### src/sv/sshp_pkg.sv
// Shared types and constants for the staged-setpoint PID heater.
// No dependencies.
package sshp_pkg;

	typedef enum logic [1:0] {
		ACT_PERIOD  = 2'd0,
		ACT_STAGE   = 2'd1,
		ACT_COMPUTE = 2'd2,
		ACT_NONE    = 2'd3
	} action_t;

	typedef enum logic [1:0] {
		K_PERIOD,
		K_STAGE,
		K_COMPUTE,
		K_NONE
	} kind_t;

	typedef enum logic [2:0] {
		REG_SETPOINT = 3'd0,
		REG_GAIN     = 3'd1,
		REG_PERIOD   = 3'd2,
		REG_ITIME    = 3'd3,
		REG_DTIME    = 3'd4,
		REG_DMAX     = 3'd5,
		REG_DFLOOR   = 3'd6,
		REG_STAGING  = 3'd7
	} reg_idx_t;

	typedef struct packed {
		logic [15:0] setpoint;
		logic [15:0] gain;
		logic [15:0] period;
		logic [15:0] itime;
		logic [15:0] dtime;
		logic [15:0] dmax;
		logic [15:0] dfloor;
		logic        staging;
	} cfg_t;

	typedef struct packed {
		kind_t       kind;
		logic [15:0] meas;
	} item_t;

	typedef struct packed {
		logic busy;
	} back_st_t;

	typedef enum logic [1:0] {
		MU_IDLE,
		MU_MUL,
		MU_DIV,
		MU_DONE
	} mu_state_t;

	typedef enum logic [3:0] {
		BK_IDLE,
		BK_TGT,
		BK_TGT_W,
		BK_P,
		BK_I,
		BK_I_W,
		BK_D,
		BK_D_W,
		BK_FIN
	} bk_state_t;

	localparam logic [15:0] STAGE_T0 = 16'd60;
	localparam logic [15:0] STAGE_T1 = 16'd100;
	localparam logic [15:0] STAGE_T2 = 16'd200;
	localparam logic [15:0] STAGE_T3 = 16'd300;
	localparam logic [15:0] STAGE_T4 = 16'd400;
	localparam logic [6:0]  PCT_60   = 7'd60;
	localparam logic [6:0]  PCT_80   = 7'd80;
	localparam logic [6:0]  PCT_85   = 7'd85;
	localparam logic [6:0]  PCT_90   = 7'd90;
	localparam logic [6:0]  PCT_95   = 7'd95;
	localparam logic [6:0]  PCT_100  = 7'd100;
	localparam logic [6:0]  COLD_PCT = 7'd55;
	localparam logic [15:0] CNT_MAX  = 16'hFFFF;
	localparam logic [60:0] TERM_MAX = 61'h1000_0000_0000_0000;

endpackage

### src/sv/sshp_muldiv.sv
// Shared serial unit: trunc(a*b/c) saturated to 2^60; shift-add multiply over
// the 32 multiplier bits then restoring division over 96 bits. Depends on sshp_pkg.
module sshp_muldiv (
	input  logic        clk,
	input  logic        arst_n,
	input  logic        start,
	input  logic [63:0] a,
	input  logic [31:0] b,
	input  logic [31:0] c,
	output logic        done,
	output logic [60:0] q
);

	sshp_pkg::mu_state_t state_q, state_n;
	logic [6:0]  cnt_q;
	logic [95:0] acc_q;
	logic [95:0] ash_q;
	logic [31:0] b_q;
	logic [31:0] c_q;
	logic [31:0] rem_q;
	logic [32:0] rem_n;
	logic        ge;
	logic        sat;

	assign rem_n = {rem_q, acc_q[95]};
	assign ge    = rem_n >= {1'b0, c_q};

	always_comb begin
		state_n = state_q;
		unique case (state_q)
			sshp_pkg::MU_IDLE: if (start) state_n = sshp_pkg::MU_MUL;
			sshp_pkg::MU_MUL:  if (cnt_q == 7'd31) state_n = sshp_pkg::MU_DIV;
			sshp_pkg::MU_DIV:  if (cnt_q == 7'd95) state_n = sshp_pkg::MU_DONE;
			sshp_pkg::MU_DONE: state_n = sshp_pkg::MU_IDLE;
			default:           state_n = sshp_pkg::MU_IDLE;
		endcase
	end

	always_comb begin
		sat  = (acc_q[95:61] != '0) || (acc_q[60] && (acc_q[59:0] != '0));
		done = (state_q == sshp_pkg::MU_DONE);
		q    = sat ? sshp_pkg::TERM_MAX : acc_q[60:0];
	end

	always_ff @(posedge clk or negedge arst_n) begin
		if (!arst_n) begin
			state_q <= sshp_pkg::MU_IDLE;
			cnt_q   <= '0;
		end else begin
			state_q <= state_n;
			if (state_q != state_n) cnt_q <= '0;
			else cnt_q <= cnt_q + 7'd1;
		end
	end

	always_ff @(posedge clk) begin
		unique case (state_q)
			sshp_pkg::MU_IDLE: begin
				if (start) begin
					acc_q <= '0;
					ash_q <= {32'd0, a};
					b_q   <= b;
					c_q   <= c;
					rem_q <= '0;
				end
			end
			sshp_pkg::MU_MUL: begin
				if (b_q[0]) acc_q <= acc_q + ash_q;
				ash_q <= {ash_q[94:0], 1'b0};
				b_q   <= {1'b0, b_q[31:1]};
			end
			sshp_pkg::MU_DIV: begin
				rem_q <= ge ? 32'(rem_n - {1'b0, c_q}) : rem_n[31:0];
				acc_q <= {acc_q[94:0], ge};
			end
			default: ;
		endcase
	end

endmodule

### src/sv/sshp_back.sv
// Back end: tick counters, PID sequencer over the shared mul-div unit and
// the result register. Depends on sshp_pkg and sshp_muldiv.
module sshp_back #(
	parameter int VALUE_WIDTH = 16,
	parameter int SUM_WIDTH   = 48
) (
	input  logic                clk,
	input  logic                arst_n,
	input  sshp_pkg::cfg_t      cfg,
	input  logic                q_valid,
	input  sshp_pkg::item_t     q_item,
	output logic                q_pop,
	output logic                out_valid,
	input  logic                out_ready,
	output logic [15:0]         out_drive,
	output logic                out_upd,
	output sshp_pkg::back_st_t  st
);

	localparam int VW     = VALUE_WIDTH;
	localparam int PW     = VALUE_WIDTH + 7;
	localparam int TGT_SH = VALUE_WIDTH + 14;
	localparam int RW     = TGT_SH - 6;
	// reciprocal of 100, exact floor for every setpoint * percentage
	localparam logic [RW-1:0] RECIP_100 = RW'(((64'd1 << TGT_SH) +
		64'(sshp_pkg::PCT_100) - 64'd1) / 64'(sshp_pkg::PCT_100));

	sshp_pkg::bk_state_t state_q, state_n;

	logic [15:0]                 period_q, stage_q, held_q;
	logic signed [SUM_WIDTH-1:0] sum_q;
	logic signed [VW:0]          last_q, e_q;
	logic signed [VW+1:0]        de_q;
	logic [VW-1:0]               meas_q;
	logic signed [63:0]          total_q;
	logic                        out_valid_q, out_upd_q;
	logic [15:0]                 out_drive_q;
	logic [PW-1:0]               scaled_q;
	logic [VW-1:0]               tgt_q;

	logic [15:0]  per, ti;
	logic [VW-1:0] sp, meas_in;
	logic         run, cold;
	logic [6:0]   pct;
	logic         mu_start, mu_done;
	logic [63:0]  mu_a;
	logic [31:0]  mu_b, mu_c;
	logic [60:0]  mu_q;
	logic signed [VW:0]   e_n;
	logic signed [65:0]   sum_w, smax, smin;
	logic signed [64:0]   e65, s65, d65;
	logic [63:0]          e_mag, s_mag, d_mag;
	logic signed [63:0]   term;
	logic                 neg;
	logic signed [55:0]   dsh;
	logic [PW+RW-1:0]     tgt_w;
	logic [VW+16:0]       p_mag;
	logic signed [63:0]   p_term;

	assign per     = (cfg.period == '0) ? 16'd1 : cfg.period;
	assign ti      = (cfg.itime == '0) ? 16'd1 : cfg.itime;
	assign sp      = VW'(cfg.setpoint);
	assign meas_in = VW'(q_item.meas);
	assign run     = (q_item.kind == sshp_pkg::K_COMPUTE) && (period_q >= per);
	assign cold    = (PW'(meas_in) * PW'(7'd100)) < (PW'(sp) * PW'(sshp_pkg::COLD_PCT));
	assign q_pop   = (state_q == sshp_pkg::BK_IDLE) && q_valid && !out_valid_q;

	always_comb begin
		priority if (!cfg.staging)                pct = sshp_pkg::PCT_100;
		else if (stage_q <= sshp_pkg::STAGE_T0)   pct = sshp_pkg::PCT_60;
		else if (stage_q <= sshp_pkg::STAGE_T1)   pct = sshp_pkg::PCT_80;
		else if (stage_q <= sshp_pkg::STAGE_T2)   pct = sshp_pkg::PCT_85;
		else if (stage_q <= sshp_pkg::STAGE_T3)   pct = sshp_pkg::PCT_90;
		else if (stage_q <= sshp_pkg::STAGE_T4)   pct = sshp_pkg::PCT_95;
		else                                      pct = sshp_pkg::PCT_100;
	end

	always_comb begin
		tgt_w  = (PW+RW)'(scaled_q) * (PW+RW)'(RECIP_100);
		e_n    = $signed({1'b0, tgt_q}) - $signed({1'b0, meas_q});
		sum_w  = 66'(sum_q) + 66'(e_n);
		smax   = (66'sd1 <<< (SUM_WIDTH - 1)) - 66'sd1;
		smin   = -smax - 66'sd1;
		e65    = 65'(e_q);
		s65    = 65'(sum_q);
		d65    = 65'(de_q);
		e_mag  = e65[64] ? 64'(-e65) : e65[63:0];
		s_mag  = s65[64] ? 64'(-s65) : s65[63:0];
		d_mag  = d65[64] ? 64'(-d65) : d65[63:0];
		dsh    = 56'(total_q >>> 8);
		p_mag  = (VW+17)'(e_mag[VW:0]) * (VW+17)'(cfg.gain);
		p_term = e_q[VW] ? -$signed(64'(p_mag)) : $signed(64'(p_mag));
	end

	always_comb begin
		state_n = state_q;
		unique case (state_q)
			sshp_pkg::BK_IDLE:  if (q_pop && run) state_n = sshp_pkg::BK_TGT;
			sshp_pkg::BK_TGT:   state_n = sshp_pkg::BK_TGT_W;
			sshp_pkg::BK_TGT_W: state_n = sshp_pkg::BK_P;
			sshp_pkg::BK_P:     state_n = sshp_pkg::BK_I;
			sshp_pkg::BK_I:     state_n = sshp_pkg::BK_I_W;
			sshp_pkg::BK_I_W:   if (mu_done) state_n = sshp_pkg::BK_D;
			sshp_pkg::BK_D:     state_n = sshp_pkg::BK_D_W;
			sshp_pkg::BK_D_W:   if (mu_done) state_n = sshp_pkg::BK_FIN;
			sshp_pkg::BK_FIN:   state_n = sshp_pkg::BK_IDLE;
			default:            state_n = sshp_pkg::BK_IDLE;
		endcase
	end

	always_comb begin
		mu_start = 1'b0;
		mu_a     = s_mag;
		mu_b     = 32'(cfg.gain) * 32'(per);
		mu_c     = 32'(ti);
		neg      = 1'b0;
		unique case (state_q)
			sshp_pkg::BK_I: mu_start = 1'b1;
			sshp_pkg::BK_D: begin
				mu_start = 1'b1;
				mu_a     = d_mag;
				mu_b     = 32'(cfg.gain) * 32'(cfg.dtime);
				mu_c     = 32'(per);
			end
			sshp_pkg::BK_I_W: neg = sum_q[SUM_WIDTH-1];
			sshp_pkg::BK_D_W: neg = de_q[VW+1];
			default: ;
		endcase
		term = neg ? -$signed(64'(mu_q)) : $signed(64'(mu_q));
	end

	sshp_muldiv u_mu (
		.clk    (clk),
		.arst_n (arst_n),
		.start  (mu_start),
		.a      (mu_a),
		.b      (mu_b),
		.c      (mu_c),
		.done   (mu_done),
		.q      (mu_q)
	);

	always_ff @(posedge clk or negedge arst_n) begin
		if (!arst_n) begin
			state_q     <= sshp_pkg::BK_IDLE;
			period_q    <= '0;
			stage_q     <= '0;
			held_q      <= '0;
			sum_q       <= '0;
			last_q      <= '0;
			out_valid_q <= 1'b0;
			out_upd_q   <= 1'b0;
			out_drive_q <= '0;
		end else begin
			state_q <= state_n;
			if (out_valid_q && out_ready) out_valid_q <= 1'b0;
			unique case (state_q)
				sshp_pkg::BK_IDLE: begin
					if (q_pop) begin
						if (run) begin
							if (cfg.staging && cold) stage_q <= '0;
						end else begin
							if (q_item.kind == sshp_pkg::K_PERIOD && period_q != sshp_pkg::CNT_MAX)
								period_q <= period_q + 16'd1;
							if (q_item.kind == sshp_pkg::K_STAGE && stage_q != sshp_pkg::CNT_MAX)
								stage_q <= stage_q + 16'd1;
							out_valid_q <= 1'b1;
							out_upd_q   <= 1'b0;
							out_drive_q <= held_q;
						end
					end
				end
				sshp_pkg::BK_P: begin
					if (sum_w > smax) sum_q <= SUM_WIDTH'(smax);
					else if (sum_w < smin) sum_q <= SUM_WIDTH'(smin);
					else sum_q <= SUM_WIDTH'(sum_w);
				end
				sshp_pkg::BK_FIN: begin
					if (total_q[63]) held_q <= cfg.dfloor;
					else if (dsh > 56'(cfg.dmax)) held_q <= cfg.dmax;
					else held_q <= dsh[15:0];
					if (total_q[63]) out_drive_q <= cfg.dfloor;
					else if (dsh > 56'(cfg.dmax)) out_drive_q <= cfg.dmax;
					else out_drive_q <= dsh[15:0];
					last_q      <= e_q;
					period_q    <= '0;
					out_valid_q <= 1'b1;
					out_upd_q   <= 1'b1;
				end
				default: ;
			endcase
		end
	end

	always_ff @(posedge clk) begin
		if (q_pop) meas_q <= meas_in;
		if (state_q == sshp_pkg::BK_TGT) scaled_q <= PW'(sp) * PW'(pct);
		if (state_q == sshp_pkg::BK_TGT_W) tgt_q <= tgt_w[TGT_SH +: VW];
		if (state_q == sshp_pkg::BK_P) begin
			e_q  <= e_n;
			de_q <= (VW+2)'(e_n) - (VW+2)'(last_q);
		end
		if (state_q == sshp_pkg::BK_I) total_q <= p_term;
		if ((state_q == sshp_pkg::BK_I_W || state_q == sshp_pkg::BK_D_W) && mu_done)
			total_q <= total_q + term;
	end

	assign out_valid = out_valid_q;
	assign out_drive = out_drive_q;
	assign out_upd   = out_upd_q;
	assign st.busy   = (state_q != sshp_pkg::BK_IDLE);

endmodule
### config.mk
export PLATFORM = sky130hd
export DESIGN_NAME = sshp_back
export DESIGN_NICKNAME = d
export VERILOG_FILES = /design/src/sv/sshp_pkg.sv /design/src/sv/sshp_muldiv.sv /design/src/sv/sshp_back.sv
export SDC_FILE = /design/constraint.sdc
export NUM_CORES = 2
export LEC_CHECK = 0
export BUFFER_PORTS_ARGS = -buffer_cell sky130_fd_sc_hd__buf_2
export CAP_MARGIN = 25
export CORE_ASPECT_RATIO = 0.7
export CORE_MARGIN = 5
export CORE_UTILIZATION = 55
export CTS_BUF_LIST = sky130_fd_sc_hd__clkbuf_2 sky130_fd_sc_hd__clkbuf_4 sky130_fd_sc_hd__clkbuf_8
export DETAILED_ROUTE_END_ITERATION = 16
export HOLD_SLACK_MARGIN = 0.02
export PLACE_DENSITY = 0.74
export SYNTH_ARGS = -nofsm -noshare
export SYNTH_HDL_FRONTEND = slang
export SYNTH_HIERARCHICAL = 1
export SYNTH_SLANG_ARGS = --single-unit
export TNS_END_PERCENT = 30
### constraint.sdc
create_clock -name clk -period 13.25 [get_ports clk]
set_input_delay 0 -clock clk [delete_from_list [all_inputs] [get_ports clk]]
set_output_delay 0 -clock clk [all_outputs]
set_load 0.02 [all_outputs]
==> flow_metrics.tcl <==
set metrics [dict create \
    synth_ff_type "edfxtp_1" \
    firstDrtPassIters 7 \
    peakVddDrop_mv 0.3721 \
    clk_pin_slew_ns 0.07 \
    start_util_pct 55.18 \
    grt_pass1_wl_um 392800 \
    min_period_ns 9.641 \
    ys_seq_area_share_pct 19.41 \
    reg2regPathDepth 28 \
    tns_ns 0 \
    synth.avg_cell_area_um2 8.957 \
    grtUsageMet3_pct 6.820 \
    routed-via-count 71470 \
    die_area_mm2 0.1662 \
    fp.coreArea_mm2 0.1575 \
    cap_violations 0 \
    grt_overflow 0 \
    ant_nets 0 \
    clock-sinks 586 \
    rsz0062_at_grt "false" \
    setup_ws_ns 3.609 \
    reg2reg_to "total_q[59]" \
    place_hpwl_um 193100 \
    areaGrowthSynthToFinish_pct 7.048 \
    rr_startpoint "e_q[0]" \
    fin_util_pct 59.07 \
    antenna_found_initial 21 \
    numPlacedInstances 11670 \
    p_leak_nw 44.43 \
    fin_area_mm2 0.09306 \
    drive_gt1_share_pct 6.226 \
    crit_start "e_q[0]" \
    p_per_area_mw_per_mm2 216.7 \
    ctsLongestPathBuffers 3 \
    finalSetupViolCount 0 \
    grt_use_total_pct 29.46 \
    place_area_mm2 0.08960 \
    yosys_warnings 6 \
    worstSkewPairLatency_ns 0.89 \
    synth-edff-count 442 \
    tightestPinTransition_ns 1.229 \
    crit_fanout 19 \
    critPathMostFrequentCell "fa_1" \
    dp_slack_ns 3.653 \
    routabilityCongestion 0.9812 \
    num_io_pins 155 \
    p_total_mw 20.17 \
    hold_viol 0 \
    hold_class "input pin to register" \
    async_reset_ff_share_pct 24.57 \
    cp_slowest_cell "o311ai_0" \
    finClkSkew_ns 0.1043 \
    crit_end "total_q[59]" \
    wirelength_um 247800 \
    h-tree-depth 3 \
    layout.cells.most_common "inv_1" \
    post_drt_wl_per_cell_um 20.68 \
    grt_use_met2_pct 41.72 \
    synth_area_mm2 0.08693 \
    whs_ns 0.09370 \
    port_buffers 154 \
    crit_path_max_incr_delay_ns 0.84 \
    avgViaCountPerCell 5.964 \
    drc 0 \
    grt_max_degree 88 \
    crit_arrival_ns 10.17 \
    cp-end-kind "register" \
    die_w_um 485.2 \
    fin_crit_sh_pct 72.77 \
    ff2ff_setup_slack_ns 3.61 \
    timing.fmax_mhz 103.7 \
    outcome "finished, final reports clean" \
    critPathLaunchType "register" \
    chipHeight_um 342.6 \
    netlist_instances 9705 \
    drtIter0Drc 6753 \
    synth-seq-cells 586 \
    cts_made_buffers 100 \
    synthDistinctLibCells 103 \
    final_nets 11850 \
    grt-busiest-layer "met1" \
    root_buffer "clkbuf_8" \
    path_class "register to register" \
    rows 122 \
    layout_common_cells "inv_1 (1397), nand2_1 (1142), ha_1 (1022), fa_1 (917), a21oi_1 (516)" \
    use_met1_pct 45.66 \
    cp.required_ns 13.78 \
    cts_tree "built" \
    slew_headroom_pct 17.54 \
    stdcell_count 11980 \
    post_cts_buffers 0 \
    slew_viol_final 0 \
    grt_pass1_vias 70230 \
]
==> area by class of cell <==
| class | instances | area, µm² |
|---|---|---|
| Antenna cell | 13 | 32.53 |
| Clock inverter | 48 | 489.2 |
| Fill cell | 13500 | 64470 |
| Clock buffer | 141 | 1753 |
| Timing Repair Buffer | 344 | 2551 |
| Sequential cell | 586 | 16880 |
| Tap cell | 2108 | 2638 |
| Inverter | 1397 | 5244 |
| Multi-Input combinational cell | 7346 | 63470 |
==> cell usage after synthesis, types with 65 or more instances <==
library cell	instances	share of area, %
nor4_1	65	0.47
mux2_2	112	1.5
nand3_1	102	0.59
nor3_1	117	0.67
inv_1	1397	6.0
fa_1	917	21
o21bai_1	79	0.68
and3_1	118	0.85
nor2b_1	90	0.65
xor2_1	240	2.4
o21ai_0	472	2.7
edfxtp_1	442	15
clkbuf_1	387	1.7
ha_1	1024	15
nand4_1	119	0.86
nand2_1	1142	4.9
o21a_1	76	0.66
dfrtp_1	144	4.1
and2_1	359	2.6
a21oi_1	517	3.0
xnor2_1	312	3.1
a21o_1	214	1.8
nor2_1	428	1.8
==> routing by layer <==
metal	up-vias	share of wire, %
met1	35070	47
met4	10	2.3
met5	-	0.026
met2	3183	40
met3	347	11
li1	32860	-
==> worst max-delay path: cells and delay by family, from the launching register on <==
family,cells,cell delay [ns]
compound gates,9,2.88
xor+xnor,1,0.16
fa+ha+maj,8,3.61
buf+inv,5,0.60
flops,1,0.74
simple gates,5,1.30
==> sequential cells by signal, indices dropped and copies added (netlist names), 2 cells and up <==
signal	flops
u_mu/state_q	2
tgt_q	16
period_q	16
stage_q	16
u_mu/ash_q	96
e_q	17
u_mu/acc_q	96
u_mu/b_q	32
sum_q	48
total_q	64
out_drive	16
u_mu/cnt_q	7
u_mu/rem_q	32
last_q	17
de_q	18
u_mu/c_q	32
meas_q	16
state_q	4
held_q	16
scaled_q	23
==> where the power goes <==
group	switching (mW)	internal (mW)
Clock	0.885	1.02
Sequential	0.596	2.83
Combinational	8.94	5.89
Total	10.4	9.75
==> kinds of logic after synthesis <==
logic type | Yosys count | synth area share [%]
other | 1 | 0.004314
AND/OR/NAND/NOR | 2761 | 15.30
AO/OA/AOI/OAI | 1875 | 13.74
buffers and inverters | 1804 | 7.836
adder cells (fa/ha/maj) | 1979 | 36.29
multiplexers | 147 | 1.854
flip-flops | 586 | 19.41
XOR/XNOR | 552 | 5.562
==> worst min path at each step <==
stage / from / to / slack (ns) / cells after the start
2_1_floorplan: arst_n / held_q[0] / -0.30 / 0
5_1_grt: cfg[71] / u_mu/c_q[6] / 0.05 / 3
4_1_cts: cfg[51] / u_mu/c_q[2] / 0.02 / 4
6_report: cfg[78] / u_mu/c_q[13] / 0.09 / 3
3_5_place_dp: arst_n / out_drive[8] / 0.04 / 1
3_3_place_gp: arst_n / held_q[8] / 0.05 / 1
==> timing repair <==
action / CTS / global route
hold buffers: 109 / 0
gates resized for setup: 0 / 0
hold endpoints to repair: 154 / 0
No activity file was read; power rests on OpenSTA's default activity.
