## config.mk

```make
export PLATFORM = sky130hd
export DESIGN_NAME = sshp_front
export DESIGN_NICKNAME = d
export VERILOG_FILES = /design/src/sv/sshp_pkg.sv /design/src/sv/sshp_front.sv
export SDC_FILE = /design/constraint.sdc
export NUM_CORES = 1
export LEC_CHECK = 0
export BUFFER_PORTS_ARGS = -buffer_cell sky130_fd_sc_hd__buf_2
export CORE_UTILIZATION = 51
export DETAILED_ROUTE_END_ITERATION = 16
export GPL_TIMING_DRIVEN = 0
export PLACE_DENSITY = 0.77
export REMOVE_ABC_BUFFERS = 1
export SLEW_MARGIN = 10
export SYNTH_ARGS = -nofsm -noshare
export SYNTH_HDL_FRONTEND = slang
export SYNTH_SLANG_ARGS = --single-unit
```

## constraint.sdc

```tcl
create_clock -name clk -period 2.3 [get_ports clk]
set_clock_uncertainty 0.1 [all_clocks]
set_input_delay 0.23 -clock clk [delete_from_list [all_inputs] [get_ports clk]]
set_output_delay 0.23 -clock clk [all_outputs]
set_load 0.005 [all_outputs]
```

## src/sv/sshp_pkg.sv

```systemverilog
// Shared types and constants for the staged-setpoint PID heater.
// No dependencies.
package sshp_pkg;

	typedef enum logic [1:0] {
		ACT_PERIOD  = 2'd0,
		ACT_STAGE   = 2'd1,
		ACT_COMPUTE = 2'd2,
		ACT_NONE    = 2'd3
	} action_t;

	typedef enum logic [1:0] {
		K_PERIOD,
		K_STAGE,
		K_COMPUTE,
		K_NONE
	} kind_t;

	typedef enum logic [2:0] {
		REG_SETPOINT = 3'd0,
		REG_GAIN     = 3'd1,
		REG_PERIOD   = 3'd2,
		REG_ITIME    = 3'd3,
		REG_DTIME    = 3'd4,
		REG_DMAX     = 3'd5,
		REG_DFLOOR   = 3'd6,
		REG_STAGING  = 3'd7
	} reg_idx_t;

	typedef struct packed {
		logic [15:0] setpoint;
		logic [15:0] gain;
		logic [15:0] period;
		logic [15:0] itime;
		logic [15:0] dtime;
		logic [15:0] dmax;
		logic [15:0] dfloor;
		logic        staging;
	} cfg_t;

	typedef struct packed {
		kind_t       kind;
		logic [15:0] meas;
	} item_t;

	typedef struct packed {
		logic busy;
	} back_st_t;

	typedef enum logic [1:0] {
		MU_IDLE,
		MU_MUL,
		MU_DIV,
		MU_DONE
	} mu_state_t;

	typedef enum logic [3:0] {
		BK_IDLE,
		BK_TGT,
		BK_TGT_W,
		BK_P,
		BK_I,
		BK_I_W,
		BK_D,
		BK_D_W,
		BK_FIN
	} bk_state_t;

	localparam logic [15:0] STAGE_T0 = 16'd60;
	localparam logic [15:0] STAGE_T1 = 16'd100;
	localparam logic [15:0] STAGE_T2 = 16'd200;
	localparam logic [15:0] STAGE_T3 = 16'd300;
	localparam logic [15:0] STAGE_T4 = 16'd400;
	localparam logic [6:0]  PCT_60   = 7'd60;
	localparam logic [6:0]  PCT_80   = 7'd80;
	localparam logic [6:0]  PCT_85   = 7'd85;
	localparam logic [6:0]  PCT_90   = 7'd90;
	localparam logic [6:0]  PCT_95   = 7'd95;
	localparam logic [6:0]  PCT_100  = 7'd100;
	localparam logic [6:0]  COLD_PCT = 7'd55;
	localparam logic [15:0] CNT_MAX  = 16'hFFFF;
	localparam logic [60:0] TERM_MAX = 61'h1000_0000_0000_0000;

endpackage

```

## src/sv/sshp_front.sv

```systemverilog
// Front end: accepts input beats, classifies them and queues them (two entries).
// Depends on sshp_pkg.
module sshp_front (
	input  logic                clk,
	input  logic                arst_n,
	input  logic                in_valid,
	output logic                in_ready,
	input  logic [15:0]         in_meas,
	input  logic [1:0]          in_action,
	output logic                q_valid,
	output sshp_pkg::item_t     q_item,
	input  logic                q_pop
);

	sshp_pkg::item_t ent_q [2];
	logic            wr_ptr_q, rd_ptr_q;
	logic [1:0]      count_q;
	sshp_pkg::kind_t kind;
	logic            push;

	always_comb begin
		unique case (sshp_pkg::action_t'(in_action))
			sshp_pkg::ACT_PERIOD:  kind = sshp_pkg::K_PERIOD;
			sshp_pkg::ACT_STAGE:   kind = sshp_pkg::K_STAGE;
			sshp_pkg::ACT_COMPUTE: kind = sshp_pkg::K_COMPUTE;
			default:               kind = sshp_pkg::K_NONE;
		endcase
	end

	assign in_ready = (count_q != 2'd2);
	assign push     = in_valid && in_ready;
	assign q_valid  = (count_q != 2'd0);
	assign q_item   = ent_q[rd_ptr_q];

	always_ff @(posedge clk) begin
		if (push) begin
			ent_q[wr_ptr_q] <= '{kind: kind, meas: in_meas};
		end
	end

	always_ff @(posedge clk or negedge arst_n) begin
		if (!arst_n) begin
			wr_ptr_q <= 1'b0;
			rd_ptr_q <= 1'b0;
			count_q  <= 2'd0;
		end else begin
			if (push) wr_ptr_q <= ~wr_ptr_q;
			if (q_pop) rd_ptr_q <= ~rd_ptr_q;
			count_q <= count_q + 2'(push) - 2'(q_pop);
		end
	end

endmodule

```

==> flow_summary.yaml, run 1 <==
cts:
  clk_latency_ps: 340
  path_clk_slew_ps: 100
  clockBufferDepth: 2
  cts_buffers: 5
  tritoncts: "built"
  htree_levels: 2
  root_buffer: "clkbuf_4"
  clkSinkCount: 40
  postCtsSetupBuffers: 0
final_layout:
  num_antenna_cells: 0
  final_nets: 162
  area_growth_pct: 30.1
  drive_above_1_share_pct: 43.9
  finalInstanceArea_sq_um: 2020
critical_path:
  critPathLaunchType: "register"
  cp_top_family: "flip-flops"
  worst_r2r_endpoint: "ent_q[1][7]"
  cp.depth: 2
  worstPathCellList: "mux2_1, buf_2"
  r2r_setup_slack_ps: 540
  r2r-start: "count_q[1]"
  cp.required_ps: 1970
  cp_slowest_stage_delay_ps: 970
  cp-endpoint: "q_item[17]"
  end_kind: "primary output"
  crit_path_top_delay_cell: "dfrtp_1"
  crit_buf_inv: 1
  critPathLaunch: "rd_ptr_q"
  crit_type: "reg -> out"
  crit_arrival_ps: 1850
  r2r_cells: 2
  crit_path_max_fanout: 19
drt:
  via_per_inst: 5.08
  num_vias: 864
  dr.pass1.iters: 10
  antenna_left: 0
  drt-total-wl_microns: 2480
  drt_iter0_drc: 21
  drt-wirelength-per-cell_microns: 14.6
  drc_errors: 6
sta:
  setup_tns_ps: 0
  rsz0062_at_grt: "false"
  slew_viol_final: 0
  setup_violations: 0
  hold_viol: 0
  relSlewSlack_pct: 37.9
  fin_crit_ps: 2180
  finalCritPeriodShare_pct: 94.7
  tightest_slew_ps: 932
  whs_ps: 28.9
  max_freq_ghz: 0.459
status:
  status: "complete, but fails checks"
  failed_checks: "design-rule violations"
die:
  core_sq_um: 2830
  die_height_microns: 57.2
  rows: 19
  initial_core_util_pct: 54.9
  pin_count: 42
  die-width_microns: 57.2
  die_area_sq_um: 3270
grt:
  first_global_vias: 870
  grt_max_degree: 20
  grt_overflow_total: 0
  grt.total_usage_pct: 17.1
  grt_pass1_wl_microns: 3840
  antenna_found_initial: 0
place:
  placed_area_sq_um: 1780
  place_congestion: 0.607
  io_buffers: 41
  dp_hpwl_microns: 1450
synthesis:
  synth_fa_ha_area_share_pct: 0.806
  ys_seq_area_share_pct: 76.1
  avgSynthCellArea_sq_um: 20.7
  synth-compound-area-share_pct: 1.21
  synth_warnings: 0
  synth-seq-cells: 40
  yosysUniqueCellTypes: 17
  syn-instance-count: 75
  synth_top_family_by_area: "multiplexers"
  synth-xor-area-share_pct: 2.26
  syn_area_sq_um: 1550
  synthMuxAreaShare_pct: 15.2
  synth-simple-area-share_pct: 2.50
power_and_ir_drop:
  peakVddDrop_mv: 0.770
  powerDensity_nw_per_um2: 1030
  p_leak_nw: 0.812
job:
  maxCapViolCount: 0
min_path:
  hold_class: "in -> reg"
area by class of cell:
type                       instances  area [sq um]
tap                               31          38.8
fill                             177           808
clock buffer                       6          41.3
timing repair buffer              61           410
sequential                        40          1180
clock inverter                     1          5.00
multi-input combinational         31           344
state kept, by name, summed over array words and instances, names as in the netlist:
register,cells
rd_ptr_q,1
wr_ptr_q,1
count_q,2
ent_q,36
cell usage after synthesis:
cell type / number / share of area, %
mux2_1: 9 / 6.5
xnor2_1: 3 / 1.7
nor2_1: 1 / 0.24
nand2b_1: 1 / 0.40
clkbuf_1: 2 / 0.48
or2_2: 1 / 0.40
nor3b_2: 1 / 0.81
a21bo_1: 1 / 0.64
and3_1: 1 / 0.40
a21oi_2: 1 / 0.56
nand2_1: 1 / 0.24
edfxtp_1: 36 / 70
xor2_1: 1 / 0.56
dfrtp_1: 4 / 6.4
buf_6: 2 / 1.5
ha_1: 1 / 0.81
mux2_4: 9 / 8.7
cell usage in the layout (no fill, tap or decap), types with 3 or more instances in the layout:
| cell type | count |
|---|---|
| buf_2 | 41 |
| edfxtp_1 | 36 |
| mux2_4 | 9 |
| dlygate4sd3_1 | 19 |
| clkbuf_4 | 5 |
| dfrtp_1 | 4 |
| xnor2_1 | 3 |
| mux2_1 | 9 |
logic make-up (layout without fill, tap and decap cells):
logic type,count (synthesis),in the layout
AOI/OAI and AO/OA,2,2
muxes,18,18
and+or+nand+nor,6,6
xor gates and xnor gates,4,4
adders and majority gates,1,1
buffers and inverters,4,68
DFF,40,40
per-layer routing:
layer / vias up / track usage [%] / routed length, microns
li1: 409 / - / -
met1: 415 / 17.5 / 972
met2: 32 / 29.7 / 1290
met3: 8 / 5.44 / 139
met4: 0 / 11.5 / 78
met5: - / 0 / 0
worst min-delay path by stage:
stage	from	cells after the start	to
final	q_pop	2	rd_ptr_q
after global routing	q_pop	2	rd_ptr_q
after CTS	q_pop	2	rd_ptr_q
after detailed placement	arst_n	1	count_q[0]
after global placement	arst_n	1	count_q[0]
after floorplan	arst_n	0	count_q[0]
where the power goes:
part | leakage, nW | switching (W) | internal (W)
logic | 0.402 | 0.000252 | 0.000380
registers | 0.382 | 0.000136 | 0.00100
clock network | 0.0281 | 0.000200 | 0.000113
metrics by stage:
| stage | util (%) | worst slack [ps] | total power [W] | cells |
|---|---|---|---|---|
| after floorplan | - | 378 | 0.00149 | 71 |
| after global placement | 62.5 | 0.975 | 0.00172 | 143 |
| after detailed placement | 63.1 | 488 | 0.00176 | 144 |
| after CTS | 71.4 | 86.5 | 0.00210 | 170 |
| after global routing | 71.4 | 42.5 | 0.00219 | 170 |
| final | 71.4 | 122 | 0.00208 | 170 |
what timing repair did:
| item | in CTS | in global routing |
|---|---|---|
| gates resized for setup | 0 | 0 |
| endpoints found under the hold margin | 40 | 0 |
| hold buffers | 19 | 0 |
Note: power is estimated with default switching activity, not from simulation.
==> run 2: changes to the inputs <==
--- a/config.mk
+++ b/config.mk
@@ -6,10 +6,13 @@
 export NUM_CORES = 1
 export LEC_CHECK = 0
 export BUFFER_PORTS_ARGS = -buffer_cell sky130_fd_sc_hd__buf_2
-export CORE_UTILIZATION = 51
+export CAP_MARGIN = 20
+export CORE_UTILIZATION = 53
+export CTS_BUF_LIST = sky130_fd_sc_hd__clkbuf_4
 export DETAILED_ROUTE_END_ITERATION = 16
 export GPL_TIMING_DRIVEN = 0
-export PLACE_DENSITY = 0.77
+export MAX_ROUTING_LAYER = met4
+export PLACE_DENSITY = 0.79
 export REMOVE_ABC_BUFFERS = 1
 export SLEW_MARGIN = 10
 export SYNTH_ARGS = -nofsm -noshare
==> run 2 against run 1 <==
The run now ends clean. Die area is 3.6% lower. Cell count rose by 0.59%. Sequential power about the same. Global-route usage rose by 1.7 points.
==> flow_summary.yaml, run 2 (synthesis results as in run 1) <==
sta:
  fin_crit_ps: 2170
  setup_tns_ps: 0
  slew_viol_final: 0
  setup_violations: 0
  hold_viol: 0
  relSlewSlack_pct: 37.7
  max_freq_ghz: 0.461
  tightest_slew_ps: 935
  rsz0062_at_grt: "false"
  finalCritPeriodShare_pct: 94.4
place:
  dp_hpwl_microns: 1640
  place_congestion: 0.569
  placed_area_sq_um: 1780
  io_buffers: 41
final_layout:
  drive_above_1_share_pct: 44.3
  final_cell_mix: "buf_2 (41), edfxtp_1 (36), dlygate4sd3_1 (19)"
  regMostFlops: "ent_q"
  fillerInstances: 184
  area_growth_pct: 30.5
  reg_top3: "ent_q x36, count_q x2"
  layout_commonest_cell: "buf_2"
  largest_register_ffs: 36
  num_antenna_cells: 0
  final_nets: 162
  finalInstanceArea_sq_um: 2030
power_and_ir_drop:
  peakVddDrop_mv: 0.926
  powerDensity_nw_per_um2: 1040
  p_leak_nw: 0.817
cts:
  cts_resized: 0
  cts.hold.buffers_added: 19
  tritoncts: "built"
  postCtsSetupBuffers: 0
  clockBufferDepth: 2
  clkSinkCount: 40
  clk_latency_ps: 340
  root_buffer: "clkbuf_4"
  htree_levels: 2
  path_clk_slew_ps: 100
  cts_buffers: 5
critical_path:
  crit_path_max_fanout: 19
  crit_path_top_delay_cell: "dfrtp_1"
  crit_type: "reg -> out"
  cp.required_ps: 1970
  crit_arrival_ps: 1840
  critPathLaunchType: "register"
  worstPathCellList: "mux2_1, buf_2"
  cp_slowest_stage_delay_ps: 970
  end_kind: "primary output"
drt:
  drc_errors: 0
  antenna_left: 0
  dr.pass1.iters: 4
  via_per_inst: 4.91
  drt-wirelength-per-cell_microns: 14.7
  num_vias: 839
  drt_iter0_drc: 29
  drt-total-wl_microns: 2520
grt:
  grt_pass1_wl_microns: 4010
  antenna_found_initial: 0
  grt_max_degree: 20
  first_global_vias: 845
  grt.total_usage_pct: 18.7
  grt_overflow_total: 0
die:
  die_height_microns: 56.1
  rows: 19
  die_area_sq_um: 3150
  initial_core_util_pct: 56.3
  die-width_microns: 56.1
  core_sq_um: 2760
  pin_count: 42
min_path:
  hold_class: "in -> reg"
job:
  maxCapViolCount: 0
status:
  status: "complete, no violations"
## run 2: cell count changes in the layout (fill, tap and decap cells not counted)
cell / previous run / this run
buf_6: 0 / 1
clkbuf_4: 5 / 7
clkbuf_1: 1 / 0
buf_8: 1 / 0
clkinv_1: 0 / 1
clkinv_2: 1 / 0
## run 2: through the flow
| stage | util (%) | power, W | setup slack (ps) | hold WS, ps | cells |
|---|---|---|---|---|---|
| after global routing | 73.5 | 0.00223 | 5.46 | 9.75 | 171 |
| after global placement | 64.1 | 0.00172 | 13.6 | -64.4 | 143 |
| after detailed placement | 64.6 | 0.00177 | 461 | -54.9 | 144 |
| final | 73.5 | 0.00211 | 129 | 20.7 | 171 |
| after CTS | 73.5 | 0.00213 | 71.6 | 9.81 | 171 |
| after floorplan | - | 0.00149 | 378 | -166 | 71 |
## run 2: routing by layer
| metal | wire length (microns) | track usage, % | share of wire (%) | vias to the layer above |
|---|---|---|---|---|
| li1 | - | - | - | 412 |
| met1 | 1050 | 21.7 | 42 | 395 |
| met2 | 1300 | 29.8 | 52 | 26 |
| met3 | 124 | 7.67 | 4.9 | 6 |
| met4 | 46 | 6.27 | 1.8 | 0 |
| met5 | 0 | - | 0 | - |
## run 2: worst max-delay path: cells and delay by family (launching register included)
| kind | cells | cell delay, ps |
|---|---|---|
| mux | 1 | 400 |
| flops | 1 | 970 |
| buf+inv | 1 | 130 |
## run 2: path summary, 6_finish.rpt
| kind | startpoint | to | slack, ps | cells after the start |
|---|---|---|---|---|
| worst min-delay path | q_pop | rd_ptr_q | 20 | 2 |
| max in group asynchronous | arst_n | rd_ptr_q | 1860 | 2 |
| worst min register to register | wr_ptr_q | wr_ptr_q | 450 | 1 |
| min in group asynchronous | arst_n | wr_ptr_q | 110 | 2 |
| worst max-delay path | rd_ptr_q | q_item[17] | 130 | 2 |
| worst max register to register | count_q[1] | ent_q[1][7] | 500 | 2 |
## run 2: final cells by class
type,instances,area [sq um],share of cell area [%]
timing repair buffer,61,407,20.1
multi-input combinational,31,344,17.0
clock inverter,1,3.75,0.185
tap,31,38.8,1.91
clock buffer,7,52.6,2.59
sequential,40,1180,58.3
## run 2: report_power, final
part | switching [W] | total, W | internal (W) | leakage, nW
clock network | 0.000204 | 0.000345 | 0.000141 | 0.0338
logic | 0.000246 | 0.000622 | 0.000376 | 0.401
registers | 0.000140 | 0.00114 | 0.00100 | 0.382
==> run 3: changes to the inputs <==
--- a/config.mk
+++ b/config.mk
@@ -7,12 +7,12 @@
 export LEC_CHECK = 0
 export BUFFER_PORTS_ARGS = -buffer_cell sky130_fd_sc_hd__buf_2
 export CAP_MARGIN = 20
-export CORE_UTILIZATION = 53
+export CORE_UTILIZATION = 40
 export CTS_BUF_LIST = sky130_fd_sc_hd__clkbuf_4
 export DETAILED_ROUTE_END_ITERATION = 16
 export GPL_TIMING_DRIVEN = 0
 export MAX_ROUTING_LAYER = met4
-export PLACE_DENSITY = 0.79
+export PLACE_DENSITY = 0.63
 export REMOVE_ABC_BUFFERS = 1
 export SLEW_MARGIN = 10
 export SYNTH_ARGS = -nofsm -noshare
==> run 3 against run 2 <==
Global-route usage decreased by 6.2 points. Flip-flop and latch count unchanged. Core utilization decreased by 17 points. Clock power increased by 33%. Combinational power about the same. Cell area increased by 3.1%. Via count increased by 0.12%. Die area increased by 31%. Critical path depth unchanged. Cell count increased by 11%. Setup slack improved by 270 ps. Critical path type unchanged. Largest cell class unchanged. Highest routed layer unchanged.
==> flow_summary.yaml, run 3 (synthesis results as in run 1) <==
final_layout:
  final_nets: 163
  largest_register_ffs: 36
  layout_commonest_cell: "buf_2"
  area_growth_pct: 34.6
  final_cell_mix: "buf_2 (41), edfxtp_1 (36), dlygate4sd3_1 (20)"
  reg_top3: "ent_q x36, count_q x2"
  regMostFlops: "ent_q"
  drive_above_1_share_pct: 45.4
  num_antenna_cells: 0
drt:
  antenna_left: 0
  drt_iter0_drc: 28
  drc_errors: 0
  drt-total-wl_microns: 2300
  dr.pass1.iters: 4
  num_vias: 840
  via_per_inst: 4.44
  drt-wirelength-per-cell_microns: 12.2
sta:
  fin_crit_ps: 1910
  relSlewSlack_pct: 42.0
  slew_viol_final: 0
  max_freq_ghz: 0.525
  setup_violations: 0
  hold_viol: 0
  setup_tns_ps: 0
  tightest_slew_ps: 870
  finalCritPeriodShare_pct: 82.8
  rsz0062_at_grt: "false"
status:
  status: "complete, no violations"
die:
  initial_core_util_pct: 42.1
  die_area_sq_um: 4140
  pin_count: 42
  core_sq_um: 3690
  die-width_microns: 64.3
  die_height_microns: 64.3
  rows: 22
critical_path:
  crit_type: "reg -> out"
  cp_slowest_stage_delay_ps: 710
  cp_top_family: "flip-flops"
  crit_path_max_fanout: 19
  r2r-start: "count_q[1]"
  crit_path_top_delay_cell: "dfrtp_2"
  worstPathCellList: "mux2_1, buf_2"
  critPathLaunch: "rd_ptr_q"
  cp.required_ps: 1970
  end_kind: "primary output"
  crit_buf_inv: 1
  critPathLaunchType: "register"
  crit_arrival_ps: 1580
power_and_ir_drop:
  finalPower_w: 0.00222
  peakVddDrop_mv: 0.663
  powerDensity_nw_per_um2: 1060
  p_leak_nw: 0.829
grt:
  grt_overflow_total: 0
  first_global_vias: 826
  grt.total_usage_pct: 12.5
  antenna_found_initial: 0
  grt_max_degree: 20
  grt_pass1_wl_microns: 3690
cts:
  path_clk_slew_ps: 120
  clkSinkCount: 40
  clk_latency_ps: 330
  tritoncts: "built"
  clockBufferDepth: 2
  postCtsSetupBuffers: 0
  root_buffer: "clkbuf_4"
  htree_levels: 2
  cts_buffers: 5
place:
  place_congestion: 0.618
  dp_hpwl_microns: 1500
  io_buffers: 41
min_path:
  hold_class: "in -> async"
job:
  maxCapViolCount: 0
run 3: cell count changes in the layout (fill, tap and decap cells not counted), sizes merged:
cell         delta
clkinv          -1
inv             +1
bufinv          +1
clkbuf          -2
dlygate4sd3     +1
clkinvlp        +1
run 3: cell type report:
class,instances,area [sq um]
Fill cell,310,1600
Sequential cell,40,1180
Timing Repair Buffer,62,420
Multi-Input combinational cell,31,344
Tap cell,48,60.1
Clock inverter,3,46.3
Clock buffer,5,37.5
run 3: worst paths after layout:
check | endpoint | slack [ps] | depth (start not counted)
worst min register to register | wr_ptr_q | 440 | 1
worst min-delay path | count_q[0] | 120 | 2
max in group asynchronous | rd_ptr_q | 1850 | 2
worst max-delay path | q_item[0] | 390 | 2
min in group clk | wr_ptr_q | 170 | 3
worst max register to register | ent_q[1][14] | 520 | 2
run 3: metrics by stage:
step / cell area [sq um] / utilization, % / cells / worst slack, ps / hold slack (ps)
after global routing: 2090 / 56.7 / 189 / 288 / 99.5
after floorplan: 1520 / - / 71 / 378 / -166
after CTS: 2090 / 56.6 / 189 / 34.7 / 99.8
after global placement: 1790 / 48.5 / 160 / -75.3 / -62.0
final: 2090 / 56.7 / 189 / 395 / 116
after detailed placement: 1810 / 48.9 / 161 / 427 / -57.8
run 3: repair_timing:
item / 4_1_cts / 5_1_grt
hold buffers: 20 / 0
setup endpoints to repair: 0 / 5
hold endpoints to repair: 41 / 0
gates resized for setup: 0 / 1
run 3: where the power goes:
part / total (W) / switching (W) / internal [W] / leakage, nW
combinational: 0.000621 / 0.000244 / 0.000377 / 0.407
sequential: 0.00114 / 0.000134 / 0.00100 / 0.381
clock: 0.000460 / 0.000228 / 0.000232 / 0.0418
total: 0.00222 / 0.000606 / 0.00161 / 0.829
run 3: metal layers:
| layer | global-route usage (%) | up-vias | part of all wire (%) |
|---|---|---|---|
| li1 | - | 412 | - |
| met1 | 14.6 | 393 | 42 |
| met2 | 20.1 | 31 | 51 |
| met3 | 5.00 | 4 | 6.0 |
| met4 | 3.33 | 0 | 1.0 |
| met5 | - | - | 0 |
